## config.mk

```make
export PLATFORM = sky130hd
export DESIGN_NAME = i2c_master_byte_engine_unit_flat
export DESIGN_NICKNAME = d
export VERILOG_FILES = /design/src/hdl/i2cm_pkg.sv /design/src/hdl/i2cm_ifs.sv /design/src/hdl/i2c_master_byte_engine_unit.sv /design/src/hdl/i2cm_in_stage.sv /design/src/hdl/i2cm_seq.sv /design/src/hdl/i2cm_out_stage.sv /design/src/flat_wrapper.sv
export VERILOG_INCLUDE_DIRS = /design/src /design/src/hdl
export SDC_FILE = /design/constraint.sdc
export NUM_CORES = 1
export LEC_CHECK = 0
export ABC_AREA = 1
export BUFFER_PORTS_ARGS = -buffer_cell sky130_fd_sc_hd__buf_2
export CELL_PAD_IN_SITES_DETAIL_PLACEMENT = 1
export CELL_PAD_IN_SITES_GLOBAL_PLACEMENT = 2
export CORE_MARGIN = 10
export CORE_UTILIZATION = 32
export DETAILED_ROUTE_END_ITERATION = 8
export MAX_ROUTING_LAYER = met4
export PLACE_DENSITY_LB_ADDON = 0.1
export SLEW_MARGIN = 15
export SYNTH_ARGS = -nofsm -noshare
export SYNTH_HDL_FRONTEND = slang
export SYNTH_SLANG_ARGS = --single-unit
```

## constraint.sdc

```tcl
create_clock -name clk_i -period 4.78 [get_ports clk_i]
set_input_delay 0.717 -clock clk_i [delete_from_list [all_inputs] [get_ports clk_i]]
set_output_delay 0.717 -clock clk_i [all_outputs]
set_load 0.005 [all_outputs]
```

## src/hdl/i2c_master_byte_engine_unit_defines.svh

```systemverilog
// Assertion macros for the I2C master byte engine.
// Included by the top level; no other dependencies.
`ifndef I2C_MASTER_BYTE_ENGINE_UNIT_DEFINES_SVH
`define I2C_MASTER_BYTE_ENGINE_UNIT_DEFINES_SVH

// same-cycle implication
`define I2CM_ASSERT_NOW(label, clk, rst_n, ante, cons) \
  label: assert property (@(posedge clk) disable iff (!rst_n) (ante) |-> (cons)) \
    else $error("i2cm assertion failed");

// next-cycle implication
`define I2CM_ASSERT_NEXT(label, clk, rst_n, ante, cons) \
  label: assert property (@(posedge clk) disable iff (!rst_n) (ante) |=> (cons)) \
    else $error("i2cm assertion failed");

`endif

```

## src/hdl/i2cm_pkg.sv

```systemverilog
// Shared types and constants for the I2C master byte engine.
// No dependencies.
`timescale 1ns / 1ps
`default_nettype none

package i2cm_pkg;

  localparam int TIMER_BITS_DEF   = 16;
  localparam int STRETCH_BITS_DEF = 20;

  localparam int HALF_W   = 16;
  localparam int LIMIT_W  = 20;
  localparam int POLL_W   = 16;
  localparam int CFG_W    = 20;
  localparam int CFG_IDX_W = 2;

  localparam logic [HALF_W-1:0]  HALF_RST  = 16'd5;
  localparam logic [LIMIT_W-1:0] LIMIT_RST = 20'd1000;
  localparam logic [POLL_W-1:0]  POLL_RST  = 16'd1;

  typedef enum logic [CFG_IDX_W-1:0] {
    CFG_HALF_PERIOD   = 2'd0,
    CFG_STRETCH_LIMIT = 2'd1,
    CFG_STRETCH_POLL  = 2'd2
  } cfg_idx_e;

  typedef enum logic [2:0] {
    FUNC_NONE  = 3'd0,
    FUNC_START = 3'd1,
    FUNC_WRITE = 3'd2,
    FUNC_READ  = 3'd3,
    FUNC_STOP  = 3'd4
  } func_e;

  typedef enum logic [1:0] {
    ST_OK        = 2'd0,
    ST_BUS_BUSY  = 2'd1,
    ST_TIMEOUT   = 2'd2,
    ST_SDA_STUCK = 2'd3
  } status_e;

  typedef enum logic [4:0] {
    PH_IDLE         = 5'd0,
    PH_START_CHECK  = 5'd1,
    PH_START_HOLD   = 5'd2,
    PH_WB_SETUP     = 5'd3,
    PH_WB_HIGH      = 5'd4,
    PH_WB_STRETCH   = 5'd5,
    PH_RB_SETUP     = 5'd6,
    PH_RB_STRETCH   = 5'd7,
    PH_RB_HIGH      = 5'd8,
    PH_STOP_SETUP   = 5'd9,
    PH_STOP_STRETCH = 5'd10,
    PH_STOP_HOLD    = 5'd11,
    PH_STOP_RELEASE = 5'd12,
    PH_STOP_TAIL    = 5'd13
  } phase_e;

  typedef enum logic [1:0] {
    STR_COUNT   = 2'd0,
    STR_POLL    = 2'd1,
    STR_RELEASE = 2'd2,
    STR_TIMEOUT = 2'd3
  } str_res_e;

  typedef struct packed {
    logic [HALF_W-1:0]  half_period;
    logic [LIMIT_W-1:0] stretch_limit;
    logic [POLL_W-1:0]  stretch_poll;
  } cfg_t;

  typedef struct packed {
    logic [2:0] func;
    logic [6:0] address;
    logic       rw;
    logic [7:0] wdata;
    logic       send_ack;
    logic       scl_in;
    logic       sda_in;
  } item_t;

  typedef struct packed {
    logic       scl_low;
    logic       sda_low;
    logic       busy_res;
    logic       done_res;
    logic [7:0] rdata;
    logic       nack;
    logic [1:0] status;
  } res_t;

endpackage

`default_nettype wire

```

## src/hdl/i2cm_ifs.sv

```systemverilog
// Valid/ready channel interfaces for tick items and tick results.
// Depends on i2cm_pkg.
`timescale 1ns / 1ps
`default_nettype none

interface i2cm_item_if import i2cm_pkg::*; ();
  logic       valid;
  logic       ready;
  logic [2:0] func;
  logic [6:0] address;
  logic       rw;
  logic [7:0] wdata;
  logic       send_ack;
  logic       scl_in;
  logic       sda_in;

  modport source (output valid, func, address, rw, wdata, send_ack, scl_in, sda_in,
                  input ready);
  modport sink   (input valid, func, address, rw, wdata, send_ack, scl_in, sda_in,
                  output ready);
endinterface

interface i2cm_res_if import i2cm_pkg::*; ();
  logic       valid;
  logic       ready;
  logic       scl_low;
  logic       sda_low;
  logic       busy_res;
  logic       done_res;
  logic [7:0] rdata;
  logic       nack;
  logic [1:0] status;

  modport source (output valid, scl_low, sda_low, busy_res, done_res, rdata, nack, status,
                  input ready);
  modport sink   (input valid, scl_low, sda_low, busy_res, done_res, rdata, nack, status,
                  output ready);
endinterface

`default_nettype wire

```

## src/hdl/i2c_master_byte_engine_unit.sv

```systemverilog
// Top level of the I2C master byte engine: config registers, input
// register, sequencer, result register. Depends on i2cm_pkg, the channel
// interfaces, i2cm_in_stage, i2cm_seq, i2cm_out_stage and the defines header.
//
//  channel  | dir | payload
//  ---------+-----+------------------------------------------------------
//  item_i   | in  | func address rw wdata send_ack scl_in sda_in
//  res_o    | out | scl_low sda_low busy_res done_res rdata nack status
//  cfg_*    | in  | cfg_we_i, cfg_idx_i, cfg_wdata_i (write only)
//
// One tick transfer in, one result out; one per cycle sustained while the
// result side is ready. The path runs through the input register, then the
// sequencer step into the result register. A stalled result holds the
// sequencer; the input register still takes one more transfer. Reset is
// asynchronous, active low, and loads the default timing registers; no clearing pass.
`timescale 1ns / 1ps
`default_nettype none
`include "i2c_master_byte_engine_unit_defines.svh"

module i2c_master_byte_engine_unit import i2cm_pkg::*; #(
  parameter int TIMER_BITS   = TIMER_BITS_DEF,
  parameter int STRETCH_BITS = STRETCH_BITS_DEF
) (
  input  wire logic                 clk_i,
  input  wire logic                 rst_ni,
  i2cm_item_if.sink                 item_i,
  i2cm_res_if.source                res_o,
  input  wire logic                 cfg_we_i,
  input  wire logic [CFG_IDX_W-1:0] cfg_idx_i,
  input  wire logic [CFG_W-1:0]     cfg_wdata_i
);

  cfg_t  cfg_q, cfg_d;
  logic  in_valid;
  item_t in_item;
  logic  out_free;
  logic  take;
  res_t  step_res;

  always_comb begin
    cfg_d = cfg_q;
    if (cfg_we_i) begin
      unique case (cfg_idx_e'(cfg_idx_i))
        CFG_HALF_PERIOD:   cfg_d.half_period   = cfg_wdata_i[HALF_W-1:0];
        CFG_STRETCH_LIMIT: cfg_d.stretch_limit = cfg_wdata_i[LIMIT_W-1:0];
        CFG_STRETCH_POLL:  cfg_d.stretch_poll  = cfg_wdata_i[POLL_W-1:0];
        default: ;
      endcase
    end
  end

  always_ff @(posedge clk_i or negedge rst_ni) begin
    if (!rst_ni) begin
      cfg_q <= '{half_period: HALF_RST, stretch_limit: LIMIT_RST, stretch_poll: POLL_RST};
    end else begin
      cfg_q <= cfg_d;
    end
  end

  assign take = in_valid && out_free;

  i2cm_in_stage u_in (
    .clk_i   (clk_i),
    .rst_ni  (rst_ni),
    .item_i  (item_i),
    .take_i  (take),
    .valid_o (in_valid),
    .item_o  (in_item)
  );

  i2cm_seq #(
    .TIMER_BITS   (TIMER_BITS),
    .STRETCH_BITS (STRETCH_BITS)
  ) u_seq (
    .clk_i  (clk_i),
    .rst_ni (rst_ni),
    .en_i   (take),
    .item_i (in_item),
    .cfg_i  (cfg_q),
    .res_o  (step_res)
  );

  i2cm_out_stage u_out (
    .clk_i  (clk_i),
    .rst_ni (rst_ni),
    .load_i (take),
    .res_i  (step_res),
    .free_o (out_free),
    .res_o  (res_o)
  );

  `I2CM_ASSERT_NOW(a_done_not_busy, clk_i, rst_ni, res_o.valid && res_o.done_res, !res_o.busy_res)
  `I2CM_ASSERT_NOW(a_ready_when_empty, clk_i, rst_ni, !res_o.valid, item_i.ready)
  `I2CM_ASSERT_NEXT(a_drain, clk_i, rst_ni, res_o.valid && res_o.ready && !take, !res_o.valid)

endmodule

`default_nettype wire

```

## src/hdl/i2cm_in_stage.sv

```systemverilog
// Input register for tick items.
// Depends on i2cm_pkg and i2cm_item_if.
`timescale 1ns / 1ps
`default_nettype none

module i2cm_in_stage import i2cm_pkg::*; (
  input  wire logic  clk_i,
  input  wire logic  rst_ni,
  i2cm_item_if.sink  item_i,
  input  wire logic  take_i,
  output logic       valid_o,
  output item_t      item_o
);

  logic  valid_q, valid_d;
  item_t item_q;
  logic  load;

  assign item_i.ready = !valid_q || take_i;
  assign load         = item_i.valid && item_i.ready;
  assign valid_d      = load || (valid_q && !take_i);

  always_ff @(posedge clk_i or negedge rst_ni) begin
    if (!rst_ni) begin
      valid_q <= 1'b0;
    end else begin
      valid_q <= valid_d;
    end
  end

  always_ff @(posedge clk_i) begin
    if (load) begin
      item_q <= '{func: item_i.func, address: item_i.address, rw: item_i.rw,
                  wdata: item_i.wdata, send_ack: item_i.send_ack,
                  scl_in: item_i.scl_in, sda_in: item_i.sda_in};
    end
  end

  assign valid_o = valid_q;
  assign item_o  = item_q;

endmodule

`default_nettype wire

```

## src/hdl/i2cm_seq.sv

```systemverilog
// Phase sequencer, bit timers, shift register and held results.
// Depends on i2cm_pkg.
`timescale 1ns / 1ps
`default_nettype none

module i2cm_seq import i2cm_pkg::*; #(
  parameter int TIMER_BITS   = TIMER_BITS_DEF,
  parameter int STRETCH_BITS = STRETCH_BITS_DEF
) (
  input  wire logic  clk_i,
  input  wire logic  rst_ni,
  input  wire logic  en_i,
  input  wire item_t item_i,
  input  wire cfg_t  cfg_i,
  output res_t       res_o
);

  localparam int WideW = (STRETCH_BITS > TIMER_BITS) ? STRETCH_BITS : TIMER_BITS;
  localparam int SumW  = ((WideW > LIMIT_W) ? WideW : LIMIT_W) + 1;
  localparam logic [32:0]     TimerMax   = (33'd1 << TIMER_BITS) - 33'd1;
  localparam logic [SumW-1:0] StretchMax = (SumW'(1) << STRETCH_BITS) - SumW'(1);

  phase_e                  phase_q, phase_d;
  logic [3:0]              bc_q, bc_d;
  logic [TIMER_BITS-1:0]   half_q, half_d;
  logic [STRETCH_BITS-1:0] str_q, str_d;
  logic [7:0]              shift_q, shift_d;
  logic                    scl_q, scl_d;
  logic                    sda_q, sda_d;
  logic                    ack_q, ack_d;
  func_e                   kind_q, kind_d;
  logic [7:0]              rdata_q, rdata_d;
  logic                    nack_q, nack_d;
  status_e                 status_q, status_d;
  logic                    done_d;

  logic [TIMER_BITS-1:0]   hp_fit, poll_fit, half_dec;
  logic                    half_done;
  logic [SumW-1:0]         str_sum;
  logic [STRETCH_BITS-1:0] str_sat;
  str_res_e                str_res;
  logic [3:0]              bc_inc;
  logic                    scl, sda;

  function automatic logic [TIMER_BITS-1:0] fit_timer(input logic [15:0] v);
    logic [32:0] w;
    w = (v == 16'd0) ? 33'd1 : 33'(v);
    if (w > TimerMax) begin
      fit_timer = TimerMax[TIMER_BITS-1:0];
    end else begin
      fit_timer = w[TIMER_BITS-1:0];
    end
  endfunction

  assign scl       = item_i.scl_in;
  assign sda       = item_i.sda_in;
  assign hp_fit    = fit_timer(cfg_i.half_period);
  assign poll_fit  = fit_timer(cfg_i.stretch_poll);
  assign half_done = half_q <= TIMER_BITS'(1);
  assign half_dec  = half_q - TIMER_BITS'(1);
  assign bc_inc    = bc_q + 4'd1;
  assign str_sum   = SumW'(str_q) + SumW'(poll_fit);
  assign str_sat   = (str_sum > StretchMax) ? StretchMax[STRETCH_BITS-1:0]
                                            : str_sum[STRETCH_BITS-1:0];

  always_comb begin
    if (half_q != '0) begin
      str_res = STR_COUNT;
    end else if (scl) begin
      str_res = STR_RELEASE;
    end else if (str_sum >= SumW'(cfg_i.stretch_limit)) begin
      str_res = STR_TIMEOUT;
    end else begin
      str_res = STR_POLL;
    end
  end

  // next phase
  always_comb begin
    phase_d = phase_q;
    unique case (phase_q)
      PH_IDLE: begin
        unique case (item_i.func)
          FUNC_START: phase_d = PH_START_CHECK;
          FUNC_WRITE: phase_d = PH_WB_SETUP;
          FUNC_READ:  phase_d = PH_RB_SETUP;
          FUNC_STOP:  phase_d = PH_STOP_SETUP;
          default:    phase_d = PH_IDLE;
        endcase
      end
      PH_START_CHECK: phase_d = sda ? PH_START_HOLD : PH_IDLE;
      PH_START_HOLD:  if (half_done) phase_d = PH_WB_SETUP;
      PH_WB_SETUP:    if (half_done) phase_d = PH_WB_HIGH;
      PH_WB_HIGH:     if (half_done) phase_d = PH_WB_STRETCH;
      PH_WB_STRETCH: begin
        if (str_res == STR_TIMEOUT) begin
          phase_d = PH_IDLE;
        end else if (str_res == STR_RELEASE) begin
          if (kind_q == FUNC_READ) phase_d = PH_IDLE;
          else if (bc_inc[3])      phase_d = PH_RB_SETUP;
          else                     phase_d = PH_WB_SETUP;
        end
      end
      PH_RB_SETUP: if (half_done) phase_d = PH_RB_STRETCH;
      PH_RB_STRETCH: begin
        if (str_res == STR_TIMEOUT)      phase_d = PH_IDLE;
        else if (str_res == STR_RELEASE) phase_d = PH_RB_HIGH;
      end
      PH_RB_HIGH: begin
        if (half_done) begin
          if (kind_q != FUNC_READ) phase_d = PH_IDLE;
          else if (bc_inc[3])      phase_d = PH_WB_SETUP;
          else                     phase_d = PH_RB_SETUP;
        end
      end
      PH_STOP_SETUP: if (half_done) phase_d = PH_STOP_STRETCH;
      PH_STOP_STRETCH: begin
        if (str_res == STR_TIMEOUT)      phase_d = PH_IDLE;
        else if (str_res == STR_RELEASE) phase_d = PH_STOP_HOLD;
      end
      PH_STOP_HOLD:    if (half_done) phase_d = PH_STOP_RELEASE;
      PH_STOP_RELEASE: if (half_done) phase_d = sda ? PH_STOP_TAIL : PH_IDLE;
      PH_STOP_TAIL:    if (half_done) phase_d = PH_IDLE;
      default:         phase_d = PH_IDLE;
    endcase
  end

  // datapath and held results
  always_comb begin
    bc_d     = bc_q;
    half_d   = half_q;
    str_d    = str_q;
    shift_d  = shift_q;
    scl_d    = scl_q;
    sda_d    = sda_q;
    ack_d    = ack_q;
    kind_d   = kind_q;
    rdata_d  = rdata_q;
    nack_d   = nack_q;
    status_d = status_q;
    done_d   = 1'b0;

    // shared stretch bookkeeping; release is handled per phase
    if (phase_q == PH_WB_STRETCH || phase_q == PH_RB_STRETCH ||
        phase_q == PH_STOP_STRETCH) begin
      unique case (str_res)
        STR_COUNT: half_d = half_q - TIMER_BITS'(1);
        STR_POLL: begin
          str_d  = str_sat;
          half_d = poll_fit - TIMER_BITS'(1);
        end
        STR_TIMEOUT: begin
          str_d    = str_sat;
          status_d = ST_TIMEOUT;
          done_d   = 1'b1;
        end
        STR_RELEASE: ;
      endcase
    end

    unique case (phase_q)
      PH_IDLE: begin
        unique case (item_i.func)
          FUNC_START: begin
            kind_d  = FUNC_START;
            shift_d = {item_i.address, item_i.rw};
            sda_d   = 1'b0;
          end
          FUNC_WRITE: begin
            kind_d  = FUNC_WRITE;
            shift_d = item_i.wdata;
            bc_d    = 4'd0;
            sda_d   = !item_i.wdata[7];
            half_d  = hp_fit;
          end
          FUNC_READ: begin
            kind_d  = FUNC_READ;
            ack_d   = item_i.send_ack;
            shift_d = 8'd0;
            bc_d    = 4'd0;
            sda_d   = 1'b0;
            half_d  = hp_fit;
          end
          FUNC_STOP: begin
            kind_d = FUNC_STOP;
            sda_d  = 1'b1;
            half_d = hp_fit;
          end
          default: ;
        endcase
      end
      PH_START_CHECK: begin
        if (!sda) begin
          status_d = ST_BUS_BUSY;
          done_d   = 1'b1;
        end else begin
          sda_d  = 1'b1;
          half_d = hp_fit;
        end
      end
      PH_START_HOLD: begin
        if (half_done) begin
          scl_d  = 1'b1;
          bc_d   = 4'd0;
          sda_d  = (kind_q == FUNC_READ) ? ack_q : !shift_q[7];
          half_d = hp_fit;
        end else begin
          half_d = half_dec;
        end
      end
      PH_WB_SETUP: begin
        if (half_done) begin
          scl_d  = 1'b0;
          half_d = hp_fit;
        end else begin
          half_d = half_dec;
        end
      end
      PH_WB_HIGH, PH_RB_SETUP, PH_STOP_SETUP: begin
        if (half_done) begin
          if (phase_q != PH_WB_HIGH) scl_d = 1'b0;
          half_d = '0;
          str_d  = '0;
        end else begin
          half_d = half_dec;
        end
      end
      PH_WB_STRETCH: begin
        if (str_res == STR_RELEASE) begin
          scl_d = 1'b1;
          if (kind_q == FUNC_READ) begin
            rdata_d  = shift_q;
            status_d = ST_OK;
            done_d   = 1'b1;
          end else begin
            shift_d = {shift_q[6:0], 1'b0};
            bc_d    = bc_inc;
            sda_d   = bc_inc[3] ? 1'b0 : !shift_q[6];
            half_d  = hp_fit;
          end
        end
      end
      PH_RB_STRETCH, PH_STOP_STRETCH: begin
        if (str_res == STR_RELEASE) half_d = hp_fit;
      end
      PH_RB_HIGH: begin
        if (half_done) begin
          scl_d = 1'b1;
          if (kind_q == FUNC_READ) begin
            shift_d = {shift_q[6:0], sda};
            bc_d    = bc_inc;
            sda_d   = bc_inc[3] ? ack_q : 1'b0;
            half_d  = hp_fit;
          end else begin
            nack_d   = sda;
            status_d = ST_OK;
            done_d   = 1'b1;
          end
        end else begin
          half_d = half_dec;
        end
      end
      PH_STOP_HOLD: begin
        if (half_done) begin
          sda_d  = 1'b0;
          half_d = hp_fit;
        end else begin
          half_d = half_dec;
        end
      end
      PH_STOP_RELEASE: begin
        if (half_done) begin
          if (!sda) begin
            status_d = ST_SDA_STUCK;
            done_d   = 1'b1;
          end else begin
            half_d = hp_fit;
          end
        end else begin
          half_d = half_dec;
        end
      end
      PH_STOP_TAIL: begin
        if (half_done) begin
          status_d = ST_OK;
          done_d   = 1'b1;
        end else begin
          half_d = half_dec;
        end
      end
      default: ;
    endcase
  end

  always_ff @(posedge clk_i or negedge rst_ni) begin
    if (!rst_ni) begin
      phase_q  <= PH_IDLE;
      bc_q     <= '0;
      half_q   <= '0;
      str_q    <= '0;
      shift_q  <= '0;
      scl_q    <= 1'b0;
      sda_q    <= 1'b0;
      ack_q    <= 1'b0;
      kind_q   <= FUNC_NONE;
      rdata_q  <= '0;
      nack_q   <= 1'b0;
      status_q <= ST_OK;
    end else if (en_i) begin
      phase_q  <= phase_d;
      bc_q     <= bc_d;
      half_q   <= half_d;
      str_q    <= str_d;
      shift_q  <= shift_d;
      scl_q    <= scl_d;
      sda_q    <= sda_d;
      ack_q    <= ack_d;
      kind_q   <= kind_d;
      rdata_q  <= rdata_d;
      nack_q   <= nack_d;
      status_q <= status_d;
    end
  end

  assign res_o = '{scl_low: scl_d, sda_low: sda_d, busy_res: (phase_d != PH_IDLE),
                   done_res: done_d, rdata: rdata_d, nack: nack_d, status: status_d};

endmodule

`default_nettype wire

```

## src/hdl/i2cm_out_stage.sv

```systemverilog
// Result register driving the result channel.
// Depends on i2cm_pkg and i2cm_res_if.
`timescale 1ns / 1ps
`default_nettype none

module i2cm_out_stage import i2cm_pkg::*; (
  input  wire logic  clk_i,
  input  wire logic  rst_ni,
  input  wire logic  load_i,
  input  wire res_t  res_i,
  output logic       free_o,
  i2cm_res_if.source res_o
);

  logic valid_q, valid_d;
  res_t res_q;

  assign free_o  = !valid_q || res_o.ready;
  assign valid_d = load_i || (valid_q && !res_o.ready);

  always_ff @(posedge clk_i or negedge rst_ni) begin
    if (!rst_ni) begin
      valid_q <= 1'b0;
    end else begin
      valid_q <= valid_d;
    end
  end

  always_ff @(posedge clk_i) begin
    if (load_i) begin
      res_q <= res_i;
    end
  end

  assign res_o.valid    = valid_q;
  assign res_o.scl_low  = res_q.scl_low;
  assign res_o.sda_low  = res_q.sda_low;
  assign res_o.busy_res = res_q.busy_res;
  assign res_o.done_res = res_q.done_res;
  assign res_o.rdata    = res_q.rdata;
  assign res_o.nack     = res_q.nack;
  assign res_o.status   = res_q.status;

endmodule

`default_nettype wire

```

## src/flat_wrapper.sv

```systemverilog
// flat-port wrapper written by rule: the top's interface ports become plain ports
module i2c_master_byte_engine_unit_flat import i2cm_pkg::*;
#(
  parameter int TIMER_BITS   = TIMER_BITS_DEF,
  parameter int STRETCH_BITS = STRETCH_BITS_DEF
)
  (clk_i, rst_ni, cfg_we_i, cfg_idx_i, cfg_wdata_i, item_i_valid, item_i_func, item_i_address, item_i_rw, item_i_wdata, item_i_send_ack, item_i_scl_in, item_i_sda_in, item_i_ready, res_o_valid, res_o_scl_low, res_o_sda_low, res_o_busy_res, res_o_done_res, res_o_rdata, res_o_nack, res_o_status, res_o_ready);
  i2cm_item_if item_i_i ();
  i2cm_res_if res_o_i ();
  input  wire logic clk_i;
  input  wire logic rst_ni;
  input  wire logic cfg_we_i;
  input  wire logic [CFG_IDX_W-1:0] cfg_idx_i;
  input  wire logic [CFG_W-1:0] cfg_wdata_i;
  input wire logic [$bits(item_i_i.valid)-1:0] item_i_valid;
  input wire logic [$bits(item_i_i.func)-1:0] item_i_func;
  input wire logic [$bits(item_i_i.address)-1:0] item_i_address;
  input wire logic [$bits(item_i_i.rw)-1:0] item_i_rw;
  input wire logic [$bits(item_i_i.wdata)-1:0] item_i_wdata;
  input wire logic [$bits(item_i_i.send_ack)-1:0] item_i_send_ack;
  input wire logic [$bits(item_i_i.scl_in)-1:0] item_i_scl_in;
  input wire logic [$bits(item_i_i.sda_in)-1:0] item_i_sda_in;
  output wire logic [$bits(item_i_i.ready)-1:0] item_i_ready;
  output wire logic [$bits(res_o_i.valid)-1:0] res_o_valid;
  output wire logic [$bits(res_o_i.scl_low)-1:0] res_o_scl_low;
  output wire logic [$bits(res_o_i.sda_low)-1:0] res_o_sda_low;
  output wire logic [$bits(res_o_i.busy_res)-1:0] res_o_busy_res;
  output wire logic [$bits(res_o_i.done_res)-1:0] res_o_done_res;
  output wire logic [$bits(res_o_i.rdata)-1:0] res_o_rdata;
  output wire logic [$bits(res_o_i.nack)-1:0] res_o_nack;
  output wire logic [$bits(res_o_i.status)-1:0] res_o_status;
  input wire logic [$bits(res_o_i.ready)-1:0] res_o_ready;
  assign item_i_i.valid = item_i_valid;
  assign item_i_i.func = item_i_func;
  assign item_i_i.address = item_i_address;
  assign item_i_i.rw = item_i_rw;
  assign item_i_i.wdata = item_i_wdata;
  assign item_i_i.send_ack = item_i_send_ack;
  assign item_i_i.scl_in = item_i_scl_in;
  assign item_i_i.sda_in = item_i_sda_in;
  assign item_i_ready = item_i_i.ready;
  assign res_o_valid = res_o_i.valid;
  assign res_o_scl_low = res_o_i.scl_low;
  assign res_o_sda_low = res_o_i.sda_low;
  assign res_o_busy_res = res_o_i.busy_res;
  assign res_o_done_res = res_o_i.done_res;
  assign res_o_rdata = res_o_i.rdata;
  assign res_o_nack = res_o_i.nack;
  assign res_o_status = res_o_i.status;
  assign res_o_i.ready = res_o_ready;
  i2c_master_byte_engine_unit #(.TIMER_BITS(TIMER_BITS), .STRETCH_BITS(STRETCH_BITS)) u_core (.clk_i(clk_i), .rst_ni(rst_ni), .item_i(item_i_i), .res_o(res_o_i), .cfg_we_i(cfg_we_i), .cfg_idx_i(cfg_idx_i), .cfg_wdata_i(cfg_wdata_i));
endmodule
```

[Word-level counts from Yosys, hierarchy flattened]
Cells that the tools add are included.
Storage, ports and cells
  word-level logic and storage cells: 222
  bits in registers: 161
  output and inout bits: 17
Cells by class
  mux-type cells: 108
  magnitude comparators: 5
  reductions and logical operators: 42
  add/sub/neg operators: 4
  equal/unequal tests: 32
Operator list (number)
  16-bit 2-to-1 mux: 16
  16-bit one-hot mux with 9 select lines: 1
  20-bit 2-to-1 mux: 5
  5-bit 2-to-1 mux: 15
  5-bit one-hot mux with 14 select lines: 1
  8-bit 2-to-1 mux: 7
  8-bit one-hot mux with 3 select lines: 2
  16-bit greater-than comparator (second input constant): 2
  16-bit zero test: 2
  16-bit one-hot mux with 2 select lines: 1
  4-bit one-hot mux with 4 select lines: 2
  16-bit by 1-bit subtractor with 16-bit output (second input constant): 2
  5-bit by 4-bit == test with 1-bit output (second input constant): 6
  2-bit 2-to-1 mux: 14
  4-bit 2-to-1 mux: 7
  1-bit 2-to-1 mux: 27
  20-bit by 16-bit adder with 21-bit output: 1
  21-bit by 20-bit >= comparator with 1-bit output: 1
  21-bit by 20-bit greater-than comparator with 1-bit output (second input constant): 1
  5-bit by 3-bit == test with 1-bit output (second input constant): 4
  16-bit by 1-bit less-or-equal comparator with 1-bit output (second input constant): 1
  16-bit nonzero test: 1
  3-bit 2-to-1 mux: 4
  3-bit one-hot mux with 4 select lines: 1
  32 further kinds: 67

[Depth between registers and ports, before layout]
  word-level depth: 15
  gate-level depth with buffers: 43
  gate-level depth less buffers: 42

[By module]
A second synthesis with hierarchy kept.
Second synthesis, totals
  cells, all modules: 1813
  area, all modules: 12329.3 um2
By module, submodules not included
  i2cm_seq: seq. area each 1751.7 um2, area an instance 8918.6 um2, cells each 1530, instances 1
  i2c_master_byte_engine_unit: seq. area each 1312.5 um2, area an instance 2209.6 um2, cells each 235, instances 1
  i2cm_in_stage: seq. area each 685.7 um2, area an instance 705.7 um2, cells each 28, instances 1
  i2cm_out_stage: seq. area each 475.5 um2, area an instance 495.5 um2, cells each 20, instances 1

[Worst setup path before layout]
Ideal clock, no wire load.
  path type: reg2reg
  start point: register u_core.cfg_q[4] (netlist bit)
  end point: register u_core.u_seq.half_q[1]
  data required time: 4.664 ns
  library setup time: 0.116 ns
  setup slack: 0.016 ns
  path buffers: 1
  cell stages (with the launch flop): 41
  arrival time: 4.648 ns
  path through: dfrtp_1 clkbuf_1 nor2_1 nand2_1 nor2_1 nand2_1 inv_1 nor2_1 inv_1 ha_1 fa_1 nand3_1 nand2_1 a21oi_1 inv_1 nand2_1 nand2_1 a31oi_1 [5 not listed] nor2_1 o21ai_1 nor2_1 nand2_1 nand2_1 nand2_1 nand2_1 nand2_2 nand2_4 nand2_4 o21ai_2 nand2_1 nand2_1 nand2_1 nor3_1 nand2_1 nand2_1 nand2_1
Between the ends
  word-level cells in the longest chain between the ends: 15
RTL lines
  start, declared: RTL line i2c_master_byte_engine_unit.sv:33  | cfg_t cfg_q, cfg_d;
  start signal, assigned: RTL line i2c_master_byte_engine_unit.sv:54  | cfg_q <= '{half_period: HALF_RST, stretch_limit: LIMIT_RST, stretch_poll: POLL_RST};
  start signal, assigned: RTL line i2c_master_byte_engine_unit.sv:56  | cfg_q <= cfg_d;
  16-bit zero test: RTL line i2cm_seq.sv:47  | w = (v == 16'd0) ? 33'd1 : 33'(v);
  16-bit 2-to-1 mux *: RTL line i2cm_seq.sv:47
  16-bit greater-than comparator: RTL line i2cm_seq.sv:48  | if (w > TimerMax) begin
  16-bit 2-to-1 mux *: RTL line i2cm_seq.sv:48
  20-bit by 16-bit adder with 21-bit output: RTL line i2cm_seq.sv:62  | assign str_sum = SumW'(str_q) + SumW'(poll_fit);
  21-bit by 20-bit >= comparator with 1-bit output: RTL line i2cm_seq.sv:71  | end else if (str_sum >= SumW'(cfg_i.stretch_limit)) begin
  2-bit 2-to-1 mux: RTL line i2cm_seq.sv:71
  2-bit 2-to-1 mux: RTL line i2cm_seq.sv:69  | end else if (scl) begin
  2-bit 2-to-1 mux: RTL line i2cm_seq.sv:67  | if (half_q != '0) begin
  2-bit by 1-bit == test with 1-bit output or 2-bit zero test (tied branches): RTL line i2cm_seq.sv:146  | unique case (str_res)
  16-bit one-hot mux with 2 select lines: RTL line i2cm_seq.sv:146
  16-bit 2-to-1 mux: RTL line i2cm_seq.sv:144  | if (phase_q == PH_WB_STRETCH || phase_q == PH_RB_STRETCH ||
  16-bit 2-to-1 mux, on equally long branches
  16-bit 2-to-1 mux, on equally long branches: RTL line i2cm_seq.sv:272, i2cm_seq.sv:229, i2cm_seq.sv:247
  16-bit one-hot mux with 9 select lines *: RTL line i2cm_seq.sv:161  | unique case (phase_q)
  end signal, assigned: RTL line i2cm_seq.sv:312  | half_q <= half_d;
  end, declared: RTL line i2cm_seq.sv:25  | logic [TIMER_BITS-1:0] half_q, half_d;
Mark *: on every way between the ends. The rest lies on a longest branch, timed or not.
A chain may end at the register's enable or synchronous reset.

[Final worst setup path]
  start point: register u_core.cfg_q[0] (netlist bit)
  end point: register u_core.u_seq.half_q[5]
The elaborated chain is that of the path after synthesis.

==> key figures <==
Status
  – Status: finished with violations
  – Failing checks: negative setup slack

Critical path
  – Crit path DAT: about 5200 ps
  – Critical-path top delay cell: dfstp_2
  – Startpoint Class: register
  – Crit end category: register
  – FF-to-FF setup slack: -60 ps
  – Reg-to-Reg End: u_core.u_seq.half_q[5]
  – Largest stage delay on the critical path: 550 ps
  – Worst Reg-to-Reg Cells: 39
  – CP required: slightly above 5000 ps
  – Worst R2R Start: u_core.cfg_q[0]
  – Max FO, Critical Path: 6
  – CP dominant cell by count: nand2_1
  – CP Class: reg2reg

Routing
  – Drt drc: 0
  – Vias after detailed routing: 11970
  – Remaining antenna violation count: 0
  – Vias/cell: between 5 and 6
  – Drt wl/cell: around 20 um
  – Iter 0 DRT Violations: between 600 and 700
  – Drt first pass iters: 5
  – Routed WL: approximately 48 mm

Finish
  – Ant. Diodes: 0
  – Area Overhead vs Synth: 21.50%
  – Net count, final: 1950
  – Layout cells sized above 1: approximately 20%

Floorplanning
  – Die X-Extent: between 200 and 250 um
  – Die area: about 0.045 sq mm
  – I/O pin count: 66
  – Vert. Die Dim: approximately 210 um
  – Core area: 0.03661 sq mm
  – # rows: 70
  – Initial Utilization: 32.43%

Synthesis
  – Distinct cell type count after synthesis: 54
  – Register bit total from synthesis: ~160
  – Syn avg cell area: approximately 7 sq um
  – Seq/Total Area, Yosys: a little over a third
  – Commonest cells in the netlist: 544 x nand2_1, 172 x inv_1, 167 x nor2_1
  – Top cell type's share of synthesized area: around a quarter
  – Leading area contributor after synthesis: dfrtp_1
  – Syn nets: between 1500 and 2000
  – Most common cell in the netlist: nand2_1
  – Post-synth EDFFs: 37
  – Main synth FF type: dfrtp_1
  – Share of synthesized registers carrying an async set or reset: between 70% and 80%
  – Ranking of synthesized cells by area: dfrtp_1 24%, nand2_1 17%, edfxtp_1 9.4%
  – Synthesis Warnings: 0
  – Synth Cell Area: approximately 0.012 sq mm
  – Number of cells produced by synthesis: 1741

STA
  – Worst clock skew: roughly 14 ps
  – Min Tclk post-route: 4836 ps
  – Final count of negative-setup-slack endpoints: 5
  – Hold slack final: ~280 ps
  – Max-slew headroom: between 20% and 30%
  – Final hold vios: 0
  – Max Slew Vio Count: 0
  – Final period util: 101.2%
  – RSZ-0062 raised after global routing: true
  – Final setup TNS: -92.18 ps
  – Worst slew pin tran: approximately 1100 ps
  – PnR worst setup slack: -55.75 ps
  – Highest clock rate: 206.8 MHz

Clock network
  – CTS max path bufs: 2
  – Clock transition at path regs: around 80 ps
  – Cts hold-fix bufs: 0
  – Root buf cell: clkbuf_16
  – Num CTS Buffers: 17
  – Clk sinks: 161
  – Clock tree from TritonCTS: built
  – Latest clock arrival within the worst-skew pair: 460 ps
  – H-tree levels: 4

Pwr
  – Max IR drop VDD: 0.0003059 V
  – Leak: 0.007299 uW
  – Power Density: 525.5 mW/mm^2

Global route
  – Largest net degree at the start of global routing: 61
  – Grt ovf: 0
  – Vias in the first global route: roughly 12000
  – GRT Overall Usage: between 20% and 30%
  – First-pass GRT wire length: about 74 mm
  – Antenna violations before repair: 0

Placed design
  – Place WS: -295.2 ps
  – Dpl hpwl: 34.49 mm
  – I/O Buffers: 65
  – RD Place Congestion: slightly below 0.9

Min path
  – Worst min path class: in2async

Run
  – Max_cap viols: 0
==> area by class of cell <==
class                      instances  area (sq um)
clock inverter                    13         190.2
clock buffer                      19         432.9
fill                            4649         22180
timing repair buffer             177          1217
inverter                         187         706.9
sequential                       161          4225
multi-input combinational       1316          7068
tap                              468         585.6
==> worst max-delay path by stage <==
stage | start | end | slack [ps] | cells past startpoint
after floorplan | u_core.cfg_q[4] | u_core.u_seq.half_q[1] | 20 | 40
after global placement | u_core.cfg_q[0] | u_core.u_seq.half_q[8] | -170 | 41
after CTS | u_core.cfg_q[6] | u_core.u_seq.half_q[0] | 3 | 38
after detailed placement | u_core.cfg_q[0] | u_core.u_seq.half_q[8] | -300 | 41
final | u_core.cfg_q[0] | u_core.u_seq.half_q[5] | -60 | 39
after global routing | u_core.cfg_q[0] | u_core.u_seq.half_q[0] | -430 | 42
==> metrics by stage <==
step           utilization [%]  area (sq um)  cells  power [uW]
5_1_grt                  39.41         14430   2341        8188
4_1_cts                  37.95         13890   2326        7325
3_3_place_gp             35.99         13180   2290        5667
2_1_floorplan                -         11870   1741        4387
3_5_place_dp             35.99         13180   2290        5738
6_report                 39.41         14430   2341        7582
==> routing by layer <==
metal | wire length, um | part of all wire, % | track usage (%)
met1 | 22380 | 47 | 28.13
met5 | 0 | 0 | -
met4 | 861 | 1.8 | 5.736
met3 | 1477 | 3.1 | 2.842
met2 | 23120 | 48 | 35.93
==> repair_timing <==
| item | in CTS | in global routing |
|---|---|---|
| hold endpoints to repair | 0 | 0 |
| cloned | 0 | 1 |
| pin swaps | 9 | 59 |
| resized for setup | 18 | 89 |
| endpoints found under the setup margin | 20 | 21 |
| setup buffers | 4 | 15 |
==> flip-flops by register name, summed over array words and instances, names as in the netlist, 2 cells and up <==
signal,count
u_core.u_seq.str_q,20
u_core.u_seq.shift_q,8
u_core.u_seq.rdata_q,8
u_core.u_seq.phase_q,5
u_core.u_out.res_o.rdata,8
u_core.cfg_q,52
u_core.u_seq.status_q,2
u_core.u_seq.kind_q,3
u_core.u_seq.bc_q,4
u_core.u_seq.half_q,16
u_core.u_in.item_o,22
u_core.u_out.res_o.status,2
==> power by group <==
part | leakage (uW) | internal, uW | switching (uW)
combinational | 0.00506 | 1490 | 2620
clock | 0.000306 | 847 | 681
sequential | 0.00193 | 1690 | 254
total | 0.00730 | 4030 | 3550
==> cells by family (layout without fill, tap and decap cells) <==
family	Yosys count	after routing	share of synthesized area, %
XOR/XNOR	47	47	3.467
flip-flops	161	161	35.58
AND/OR/NAND/NOR	915	915	33.34
AO/OA/AOI/OAI	313	313	14.40
buffers and inverters	264	396	8.820
adder cells (fa/ha/maj)	41	41	4.384
==> cells in the final DEF, fill, tap and decap left out, types with 13 or more instances in the layout <==
cell type / instances
ha_1: 39
edfxtp_1: 37
inv_2: 13
xor2_1: 33
dfrtp_1: 115
inv_1: 169
nor3_1: 15
a21oi_1: 97
buf_2: 64
buf_4: 106
or2_2: 14
nand2_2: 29
o21ai_1: 16
clkbuf_16: 18
nand4_1: 15
nand2_4: 18
nor2_1: 160
o21ai_0: 144
nand3_2: 22
nand2_1: 519
nand3_1: 75
==> critical path, delay by kind of cell (launching register included) <==
kind            cells  cell delay, ps
fa+ha+maj           3             900
xor+xnor            1             170
flops               1             550
simple gates       24            1910
compound gates      5             640
buf+inv             6             590
Note: power is estimated with default switching activity, not from simulation.
